===== src/design/escape_sequence_decoder_core_assert.svh =====
// ----------------------------------------------------------------------------
// Assertion macros for the escape sequence decoder
// Clocked implication checks, held off while reset is low.
// ----------------------------------------------------------------------------
`ifndef ESCAPE_SEQUENCE_DECODER_CORE_ASSERT_SVH
`define ESCAPE_SEQUENCE_DECODER_CORE_ASSERT_SVH

// Same-cycle implication
`define ESD_ASSERT_NOW(label, clk, rst_n, ante, cons) \
    label: assert property (@(posedge clk) disable iff (!rst_n) (ante) |-> (cons)) \
        else $error("escape decoder check failed");

// Next-cycle implication
`define ESD_ASSERT_NEXT(label, clk, rst_n, ante, cons) \
    label: assert property (@(posedge clk) disable iff (!rst_n) (ante) |=> (cons)) \
        else $error("escape decoder check failed");

`endif


===== src/design/esd_pkg.sv =====
// ----------------------------------------------------------------------------
// esd_pkg
// Types and character codes shared by the escape sequence decoder.
// ----------------------------------------------------------------------------
package esd_pkg;

    // Parser modes
    typedef enum logic [2:0] {
        MODE_PLAIN = 3'd0,
        MODE_ESC   = 3'd1,
        MODE_HEX0  = 3'd2,
        MODE_HEX1  = 3'd3,
        MODE_OCT   = 3'd4,
        MODE_DONE  = 3'd5
    } t_mode;

    // Input request
    typedef struct packed {
        logic [7:0] in_char;
        logic       is_end;
    } t_esd_in;

    // Result request
    typedef struct packed {
        logic [7:0] out_byte;
        logic       run_last;
    } t_esd_out;

    // Per-string parser state
    typedef struct packed {
        t_mode       mode;
        logic [8:0]  accum;
        logic [1:0]  count;
        logic [15:0] emitted;
    } t_esd_state;

    // Results produced by one input request, in order
    typedef struct packed {
        logic [1:0] num;
        logic [7:0] data0;
        logic [7:0] data1;
    } t_esd_push;

    localparam logic [7:0] CH_NUL  = 8'h00;
    localparam logic [7:0] CH_BSL  = 8'h5C;
    localparam logic [7:0] CH_X    = 8'h78;
    localparam logic [7:0] CH_D0   = 8'h30;
    localparam logic [7:0] CH_D7   = 8'h37;
    localparam logic [7:0] CH_D9   = 8'h39;
    localparam logic [7:0] CH_UA   = 8'h41;
    localparam logic [7:0] CH_UF   = 8'h46;
    localparam logic [7:0] CH_LA   = 8'h61;
    localparam logic [7:0] CH_LF   = 8'h66;
    localparam logic [7:0] CH_LB   = 8'h62;
    localparam logic [7:0] CH_LN   = 8'h6E;
    localparam logic [7:0] CH_LR   = 8'h72;
    localparam logic [7:0] CH_LT   = 8'h74;
    localparam logic [7:0] CH_LV   = 8'h76;
    localparam logic [7:0] CH_SQ   = 8'h27;
    localparam logic [7:0] CH_DQ   = 8'h22;
    localparam logic [7:0] CH_QM   = 8'h3F;

    localparam logic [7:0] ESC_BEL = 8'h07;
    localparam logic [7:0] ESC_BS  = 8'h08;
    localparam logic [7:0] ESC_FF  = 8'h0C;
    localparam logic [7:0] ESC_LF  = 8'h0A;
    localparam logic [7:0] ESC_CR  = 8'h0D;
    localparam logic [7:0] ESC_HT  = 8'h09;
    localparam logic [7:0] ESC_VT  = 8'h0B;

    localparam logic [15:0] LIMIT_RESET = 16'hFFFF;

endpackage


===== src/design/esd_decode.sv =====
// ----------------------------------------------------------------------------
// esd_decode
// Next-state and result logic for one source character.
// ----------------------------------------------------------------------------
module esd_decode
    import esd_pkg::*;
(
    input  t_esd_state  i_state,
    input  t_esd_in     i_item,
    input  logic [15:0] i_limit,
    output t_esd_state  o_next,
    output t_esd_push   o_push
);

    // {valid, value} of a hex digit
    function automatic logic [4:0] hex_digit(input logic [7:0] c);
        logic [7:0] t;
        t = 8'h00;
        if (c >= CH_D0 && c <= CH_D9) begin
            t = c - CH_D0;
            return {1'b1, t[3:0]};
        end else if (c >= CH_UA && c <= CH_UF) begin
            t = c - CH_UA + 8'd10;
            return {1'b1, t[3:0]};
        end else if (c >= CH_LA && c <= CH_LF) begin
            t = c - CH_LA + 8'd10;
            return {1'b1, t[3:0]};
        end
        return 5'd0;
    endfunction

    // {valid, byte} of a simple escape letter
    function automatic logic [8:0] simple_esc(input logic [7:0] c);
        logic [8:0] r;
        unique case (c)
            CH_LA:   r = {1'b1, ESC_BEL};
            CH_LB:   r = {1'b1, ESC_BS};
            CH_LF:   r = {1'b1, ESC_FF};
            CH_LN:   r = {1'b1, ESC_LF};
            CH_LR:   r = {1'b1, ESC_CR};
            CH_LT:   r = {1'b1, ESC_HT};
            CH_LV:   r = {1'b1, ESC_VT};
            CH_SQ:   r = {1'b1, CH_SQ};
            CH_DQ:   r = {1'b1, CH_DQ};
            CH_BSL:  r = {1'b1, CH_BSL};
            CH_QM:   r = {1'b1, CH_QM};
            default: r = 9'd0;
        endcase
        return r;
    endfunction

    // {valid, byte} left behind by a pending escape
    function automatic logic [8:0] flush_of(input t_mode md, input logic [8:0] acc);
        logic [8:0] r;
        unique case (md)
            MODE_HEX0:          r = {1'b1, 8'h00};
            MODE_HEX1, MODE_OCT: r = {1'b1, acc[7:0]};
            default:            r = 9'd0;
        endcase
        return r;
    endfunction

    logic [7:0]  c;
    logic        is_oct;
    logic [4:0]  hex;
    logic [8:0]  simp;
    logic [8:0]  fl_pre;
    logic [8:0]  fl_end;
    logic [8:0]  oct_acc;
    logic [1:0]  oct_cnt;
    t_mode       m1;
    logic [8:0]  a1;
    logic [1:0]  n1;
    logic        v0, v1, w0, w1;
    logic [7:0]  b0, b1, x0, x1;
    logic        clear_str;
    logic        g0, g1;
    logic [15:0] e1, e2;

    assign c       = i_item.in_char;
    assign is_oct  = (c >= CH_D0) && (c <= CH_D7);
    assign hex     = hex_digit(c);
    assign simp    = simple_esc(c);
    assign fl_pre  = flush_of(i_state.mode, i_state.accum);
    assign oct_acc = {i_state.accum[5:0], c[2:0]};
    assign oct_cnt = i_state.count + 2'd1;

    // Character decode, then flush at end of string
    always_comb begin
        m1        = i_state.mode;
        a1        = i_state.accum;
        n1        = i_state.count;
        v0        = 1'b0;
        b0        = 8'h00;
        v1        = 1'b0;
        b1        = 8'h00;
        clear_str = 1'b0;
        fl_end    = 9'd0;

        if (i_state.mode == MODE_DONE) begin
            clear_str = i_item.is_end;
        end else if (c == CH_NUL) begin
            v0 = fl_pre[8];
            b0 = fl_pre[7:0];
            if (i_item.is_end) begin
                clear_str = 1'b1;
            end else begin
                m1 = MODE_DONE;
                a1 = 9'd0;
                n1 = 2'd0;
            end
        end else begin
            unique case (i_state.mode)
                MODE_ESC: begin
                    m1 = MODE_PLAIN;
                    if (simp[8]) begin
                        v0 = 1'b1;
                        b0 = simp[7:0];
                    end else if (c == CH_X) begin
                        m1 = MODE_HEX0;
                        a1 = 9'd0;
                    end else if (is_oct) begin
                        m1 = MODE_OCT;
                        a1 = {6'd0, c[2:0]};
                        n1 = 2'd1;
                    end else begin
                        v0 = 1'b1;
                        b0 = c;
                    end
                end
                MODE_HEX0, MODE_HEX1, MODE_OCT: begin
                    if (i_state.mode == MODE_HEX0 && hex[4]) begin
                        m1 = MODE_HEX1;
                        a1 = {5'd0, hex[3:0]};
                    end else if (i_state.mode == MODE_HEX1 && hex[4]) begin
                        v0 = 1'b1;
                        b0 = {i_state.accum[3:0], hex[3:0]};
                        m1 = MODE_PLAIN;
                        a1 = 9'd0;
                    end else if (i_state.mode == MODE_OCT && is_oct) begin
                        if (oct_cnt == 2'd3 || oct_cnt == 2'd0) begin
                            v0 = 1'b1;
                            b0 = oct_acc[7:0];
                            m1 = MODE_PLAIN;
                            a1 = 9'd0;
                            n1 = 2'd0;
                        end else begin
                            a1 = oct_acc;
                            n1 = oct_cnt;
                        end
                    end else begin
                        // digit run broken: pending value, then the character as text or a new escape
                        v0 = fl_pre[8];
                        b0 = fl_pre[7:0];
                        a1 = 9'd0;
                        n1 = 2'd0;
                        m1 = (c == CH_BSL) ? MODE_ESC : MODE_PLAIN;
                        v1 = (c != CH_BSL);
                        b1 = c;
                    end
                end
                default: begin
                    m1 = (c == CH_BSL) ? MODE_ESC : MODE_PLAIN;
                    v0 = (c != CH_BSL);
                    b0 = c;
                end
            endcase
            if (i_item.is_end) begin
                fl_end    = flush_of(m1, a1);
                clear_str = 1'b1;
            end
        end
    end

    // Append the end flush behind any decoded bytes
    always_comb begin
        w0 = v0 | fl_end[8];
        x0 = v0 ? b0 : fl_end[7:0];
        w1 = v1 | (v0 & fl_end[8]);
        x1 = v1 ? b1 : fl_end[7:0];
    end

    // Output limit
    assign g0 = w0 && (i_state.emitted < i_limit);
    assign e1 = i_state.emitted + {15'd0, g0};
    assign g1 = w1 && (e1 < i_limit);
    assign e2 = e1 + {15'd0, g1};

    always_comb begin
        o_next.mode    = clear_str ? MODE_PLAIN : m1;
        o_next.accum   = clear_str ? 9'd0 : a1;
        o_next.count   = clear_str ? 2'd0 : n1;
        o_next.emitted = clear_str ? 16'd0 : e2;
        o_push.num     = g1 ? 2'd2 : (g0 ? 2'd1 : 2'd0);
        o_push.data0   = x0;
        o_push.data1   = x1;
    end

endmodule


===== src/design/escape_sequence_decoder_core.sv =====
// ----------------------------------------------------------------------------
// escape_sequence_decoder_core
// Decodes C escape sequences in a byte stream, one source byte per cycle unless stalled.
// ----------------------------------------------------------------------------
//  channel   signals                      direction
//  input     i_valid  o_stall  i_data     source characters in
//  result    o_valid  i_stall  o_data     decoded bytes out
//  config    i_cfg_we i_cfg_wdata         output limit write
//
// One source byte is taken per cycle while o_stall is low; its zero, one
// or two decoded bytes go into a four-entry result queue in the same edge
// and leave one per cycle while i_stall is low. Input stalls only while the
// queue holds more than two results, so a stream with one result per byte
// runs at one byte per cycle when i_stall stays low. Reset (synchronous)
// empties the queue, clears the parser state and sets the limit to 65535.
// ----------------------------------------------------------------------------
module escape_sequence_decoder_core
    import esd_pkg::*;
(
    input  logic        i_clk,
    input  logic        i_rst_n,
    input  logic        i_valid,
    output logic        o_stall,
    input  t_esd_in     i_data,
    output logic        o_valid,
    input  logic        i_stall,
    output t_esd_out    o_data,
    input  logic        i_cfg_we,
    input  logic [15:0] i_cfg_wdata
);

    `include "escape_sequence_decoder_core_assert.svh"

    t_esd_state  r_state;
    t_esd_state  n_state;
    t_esd_push   push;
    logic [15:0] r_limit;
    t_esd_out    r_q [4];
    logic [1:0]  r_head;
    logic [1:0]  r_tail;
    logic [2:0]  r_count;
    logic [2:0]  n_count;
    logic        acc;
    logic        pop;
    logic [1:0]  push_num;

    // Parser next state
    esd_decode u_decode (
        .i_state (r_state),
        .i_item  (i_data),
        .i_limit (r_limit),
        .o_next  (n_state),
        .o_push  (push)
    );

    assign o_stall  = (r_count > 3'd2);
    assign acc      = i_valid && !o_stall;
    assign o_valid  = (r_count != 3'd0);
    assign pop      = o_valid && !i_stall;
    assign o_data   = r_q[r_head];
    assign push_num = acc ? push.num : 2'd0;
    assign n_count  = r_count + {1'b0, push_num} - {2'd0, pop};

    // Parser state and limit register
    always_ff @(posedge i_clk) begin
        if (!i_rst_n) begin
            r_state.mode    <= MODE_PLAIN;
            r_state.accum   <= 9'd0;
            r_state.count   <= 2'd0;
            r_state.emitted <= 16'd0;
            r_limit         <= LIMIT_RESET;
        end else begin
            if (acc) begin
                r_state <= n_state;
            end
            if (i_cfg_we) begin
                r_limit <= i_cfg_wdata;
            end
        end
    end

    // Result queue pointers
    always_ff @(posedge i_clk) begin
        if (!i_rst_n) begin
            r_head  <= 2'd0;
            r_tail  <= 2'd0;
            r_count <= 3'd0;
        end else begin
            r_head  <= r_head + {1'b0, pop};
            r_tail  <= r_tail + push_num;
            r_count <= n_count;
        end
    end

    // Result queue storage
    always_ff @(posedge i_clk) begin
        if (push_num != 2'd0) begin
            r_q[r_tail].out_byte <= push.data0;
            r_q[r_tail].run_last <= (push_num == 2'd1);
        end
        if (push_num == 2'd2) begin
            r_q[r_tail + 2'd1].out_byte <= push.data1;
            r_q[r_tail + 2'd1].run_last <= 1'b1;
        end
    end

    // Checks
    `ESD_ASSERT_NOW(a_queue_bound, i_clk, i_rst_n, 1'b1, r_count <= 3'd4)
    `ESD_ASSERT_NEXT(a_end_clears, i_clk, i_rst_n, acc && i_data.is_end, r_state.emitted == 16'd0)
    `ESD_ASSERT_NEXT(a_pop_only, i_clk, i_rst_n, pop && !acc, r_count == $past(r_count) - 3'd1)
    `ESD_ASSERT_NOW(a_done_silent, i_clk, i_rst_n, acc && r_state.mode == MODE_DONE, push.num == 2'd0)

endmodule


===== config.mk =====
export PLATFORM = sky130hd
export DESIGN_NAME = escape_sequence_decoder_core
export DESIGN_NICKNAME = d
export VERILOG_FILES = /design/src/design/esd_pkg.sv /design/src/design/esd_decode.sv /design/src/design/escape_sequence_decoder_core.sv
export VERILOG_INCLUDE_DIRS = /design/src /design/src/design
export SDC_FILE = /design/constraint.sdc
export NUM_CORES = 1
export LEC_CHECK = 0
export CAP_MARGIN = 20
export CORE_MARGIN = 2
export CORE_UTILIZATION = 59
export CTS_BUF_LIST = sky130_fd_sc_hd__clkbuf_16
export CTS_CLUSTER_DIAMETER = 150
export DETAILED_ROUTE_END_ITERATION = 10
export DONT_BUFFER_PORTS = 1
export GPL_ROUTABILITY_DRIVEN = 1
export GPL_TIMING_DRIVEN = 0
export PLACE_DENSITY_LB_ADDON = 0.12
export SETUP_SLACK_MARGIN = 0.02
export SLEW_MARGIN = 40
export SYNTH_ARGS = -nofsm -noshare
export SYNTH_HDL_FRONTEND = slang
export SYNTH_SLANG_ARGS = --single-unit

===== constraint.sdc =====
create_clock -name i_clk -period 7.9 [get_ports i_clk]
set_input_delay 1.58 -clock i_clk [delete_from_list [all_inputs] [get_ports i_clk]]
set_output_delay 1.58 -clock i_clk [all_outputs]
set_load 0.02 [all_outputs]

==> flow_summary.ini <==
[run_status]
status = complete, but fails checks
violations = design-rule violations

[logic_synthesis]
syn_inst = 827
synth_edf_count = 32
synth_top_area_cell = dfxtp_1
synth_cell_type_count = 93
ys_seq_elements = 88
yosysWarnings = 0
synth.yosys.seq_area_share_pct = 29.58
synth_area_leaders = dfxtp_1 (16%), edfxtp_1 (14%), ha_1 (8.0%)
netlist_top_cells_count = nand2_1 (94), dfxtp_1 (56), nor2_1 (48)
async_reset_ff_share_pct = 0
ys.flop_type = dfxtp_1
syn_area_per_cell_um2 = 8.512
synth_area_um2 = 7039
netlist.area_leader.share_pct = 15.93
synth.most_common_cell = nand2_1
synthesis.nets = 903

[critical_path]
path_cells = clkbuf_2 > inv_2 > ha_1 > buf_2 > or3b_1 > and3_4 > o21ai_4 > nand3_4 > a211oi_4 > ha_1 > ha_1 > and3_1 > and3_1 > nand4_1 > xnor2_2 > ha_1 > and4_1 > nand2_1 > o31ai_4 > nor2_2 > buf_4 > buf_4 > a22oi_1 > inv_1
crit_family = simple AND/OR/NAND/NOR gates
crit_path_max_fanout = 10
worst_path_largest_cell_delay_ns = 0.76
cp_slowest_cell = a22oi_1
cp_common_cell = ha_1
critPathKind = in2reg
worstSetupEndpointType = register
cp.arrival_ns = 7.55
path_buf_inv = 6
critPathRequiredTime_ns = 7.89
startpoint_type = input pin

[sta]
fmax_mhz = 132.4
whs_ns = 0.4667
setup_slack_ns = 0.3468
grt_setup_unrepaired = false
skew_ns = 0.01013
slew_headroom_pct = 35.93
tightest_slew_ns = 0.9611
layout_min_cycle_time_ns = 7.553
drv_slew = 0
finalSetupViolCount = 0
period_share_pct = 95.61
hold_viol_final = 0

[cells_and_area]
drive_gt1_share_pct = 11.29
area_delta_synth_final_pct = 8.265
fin_area_um2 = 7621
fin_nets = 921
num_antenna_cells = 0
fillers = 994
fin_util_pct = 66.18

[global_routing]
antenna_found_initial = 0
grt-busiest-layer = met2
globalRouteMet3Util_pct = 5.517
use_met1_pct = 46.94
grt_pass1_wl_mm = 32.21
grt_max_degree = 14
grt_use_total_pct = 31.38
grt_overflow = 0
use_met2_pct = 47.11
grt_pass1_vias = 6104

[power]
static-leakage-power_uw = 0.003038
peakVddDrop_mv = 0.1114
powerDensity_nw_per_um2 = 162.9

[hold_path]
hold_class = reg2reg

[floorplan]
die_width_um = 113.2
start_util_pct = 61.13
die_height_um = 113.2
dieArea_um2 = 12820
io_pins = 41
core-area_um2 = 11520
rows = 39

[cts]
clk_latency_ns = 0.34
cts_max_path_buffers = 2
cts.hold.buffers_added = 0
cts_max_level = 3
clkTransAtPathRegs_ns = 0.06
cts_tree = yes
numCtsBuffers = 9
cts_sinks = 88
cts-root-buf = clkbuf_16

[routing]
first_pass_iters = 8
vias = 6552
drc = 5
wire_per_inst_um = 20.04
detail_route.vias_per_cell = 6.598
routed_wl_mm = 19.90
drtIter0Drc = 682
antenna_left = 0

[placed_design]
postPlaceCellArea_um2 = 7218
place_ws_ns = -1.147
gp_congestion = 0.9567
port-buffer-count = 0
dp_hpwl_mm = 15.13

[job]
max_cap_viol_count = 0
## layout make-up
type / count / area (um^2) / share of cell area [%]
timing repair buffer: 8 / 57.56 / 0.7552
inverter: 35 / 131.4 / 1.724
sequential: 88 / 2082 / 27.32
clock inverter: 7 / 31.28 / 0.4104
tap: 143 / 178.9 / 2.348
buffer: 49 / 280.3 / 3.678
clock buffer: 9 / 225.2 / 2.955
multi-input combinational: 654 / 4634 / 60.81
## power breakdown
| group | total (uW) | switching, uW | internal [uW] |
|---|---|---|---|
| Clock | 382 | 175 | 207 |
| Sequential | 537 | 20.5 | 517 |
| Combinational | 323 | 202 | 121 |
| Total | 1240 | 397 | 845 |
## through the flow
step                      TNS [ns]  instances  power, uW
after floorplan                  0        827      798.3
after global placement      -49.29        970      854.5
after detailed placement    -51.37        970      866.3
after CTS                        0        988       1243
after global routing             0        993       1300
final                            0        993       1242
## worst paths after layout
check                   start           to  slack (ns)  depth (start not counted)
setup / recovery    i_data[2]    r_q[1][4]        0.35                         24
hold / removal    r_state[17]  r_state[17]        0.47                          2
setup reg to reg  r_state[16]    r_q[1][4]        1.34                         22
hold reg to reg   r_state[17]  r_state[17]        0.47                          2
## placed cells by master (no fill, tap or decap), drive strengths merged, types with 20 or more instances in the layout
master  count
nand2      94
dfxtp      56
nor2       49
ha         45
o21ai      44
a21oi      42
clkbuf     39
inv        37
nand3      33
edfxtp     32
buf        26
a211oi     25
a31oi      22
o211ai     20
## logic make-up (layout without fill, tap and decap cells)
kind of cell	Yosys count	count (layout)	share of synthesized area, %
AO/OA/AOI/OAI	237	237	23.25
XOR/XNOR	28	28	3.590
adder cells (fa/ha/maj)	46	46	8.283
buffers and inverters	85	108	5.883
flip-flops	88	88	29.58
multiplexers	15	15	3.768
AND/OR/NAND/NOR	328	328	25.65
## repair_timing
action | CTS | global route
setup endpoints to repair | 72 | 26
hold endpoints to repair | 0 | 0
pin swaps | 2 | 5
gates resized for setup | 4 | 12
buffers inserted | 2 | 5
## flip-flops by register name (all words and copies together) (netlist names)
name	flops
r_tail	2
r_state	29
r_limit	16
r_count	3
r_head	2
r_q	36
## tightest hold or removal path: cells and delay by family (launching register included)
family / cells / cell delay, ns
simple gates: 1 / 0.05
flops: 1 / 0.31
compound gates: 1 / 0.06
## routing by layer
metal	share of wire [%]	vias up
met1	46	3087
met2	43	308
met4	2.1	0
met3	8.4	38
li1	-	3119
met5	0	-
(Power assumes the default switching activity.)
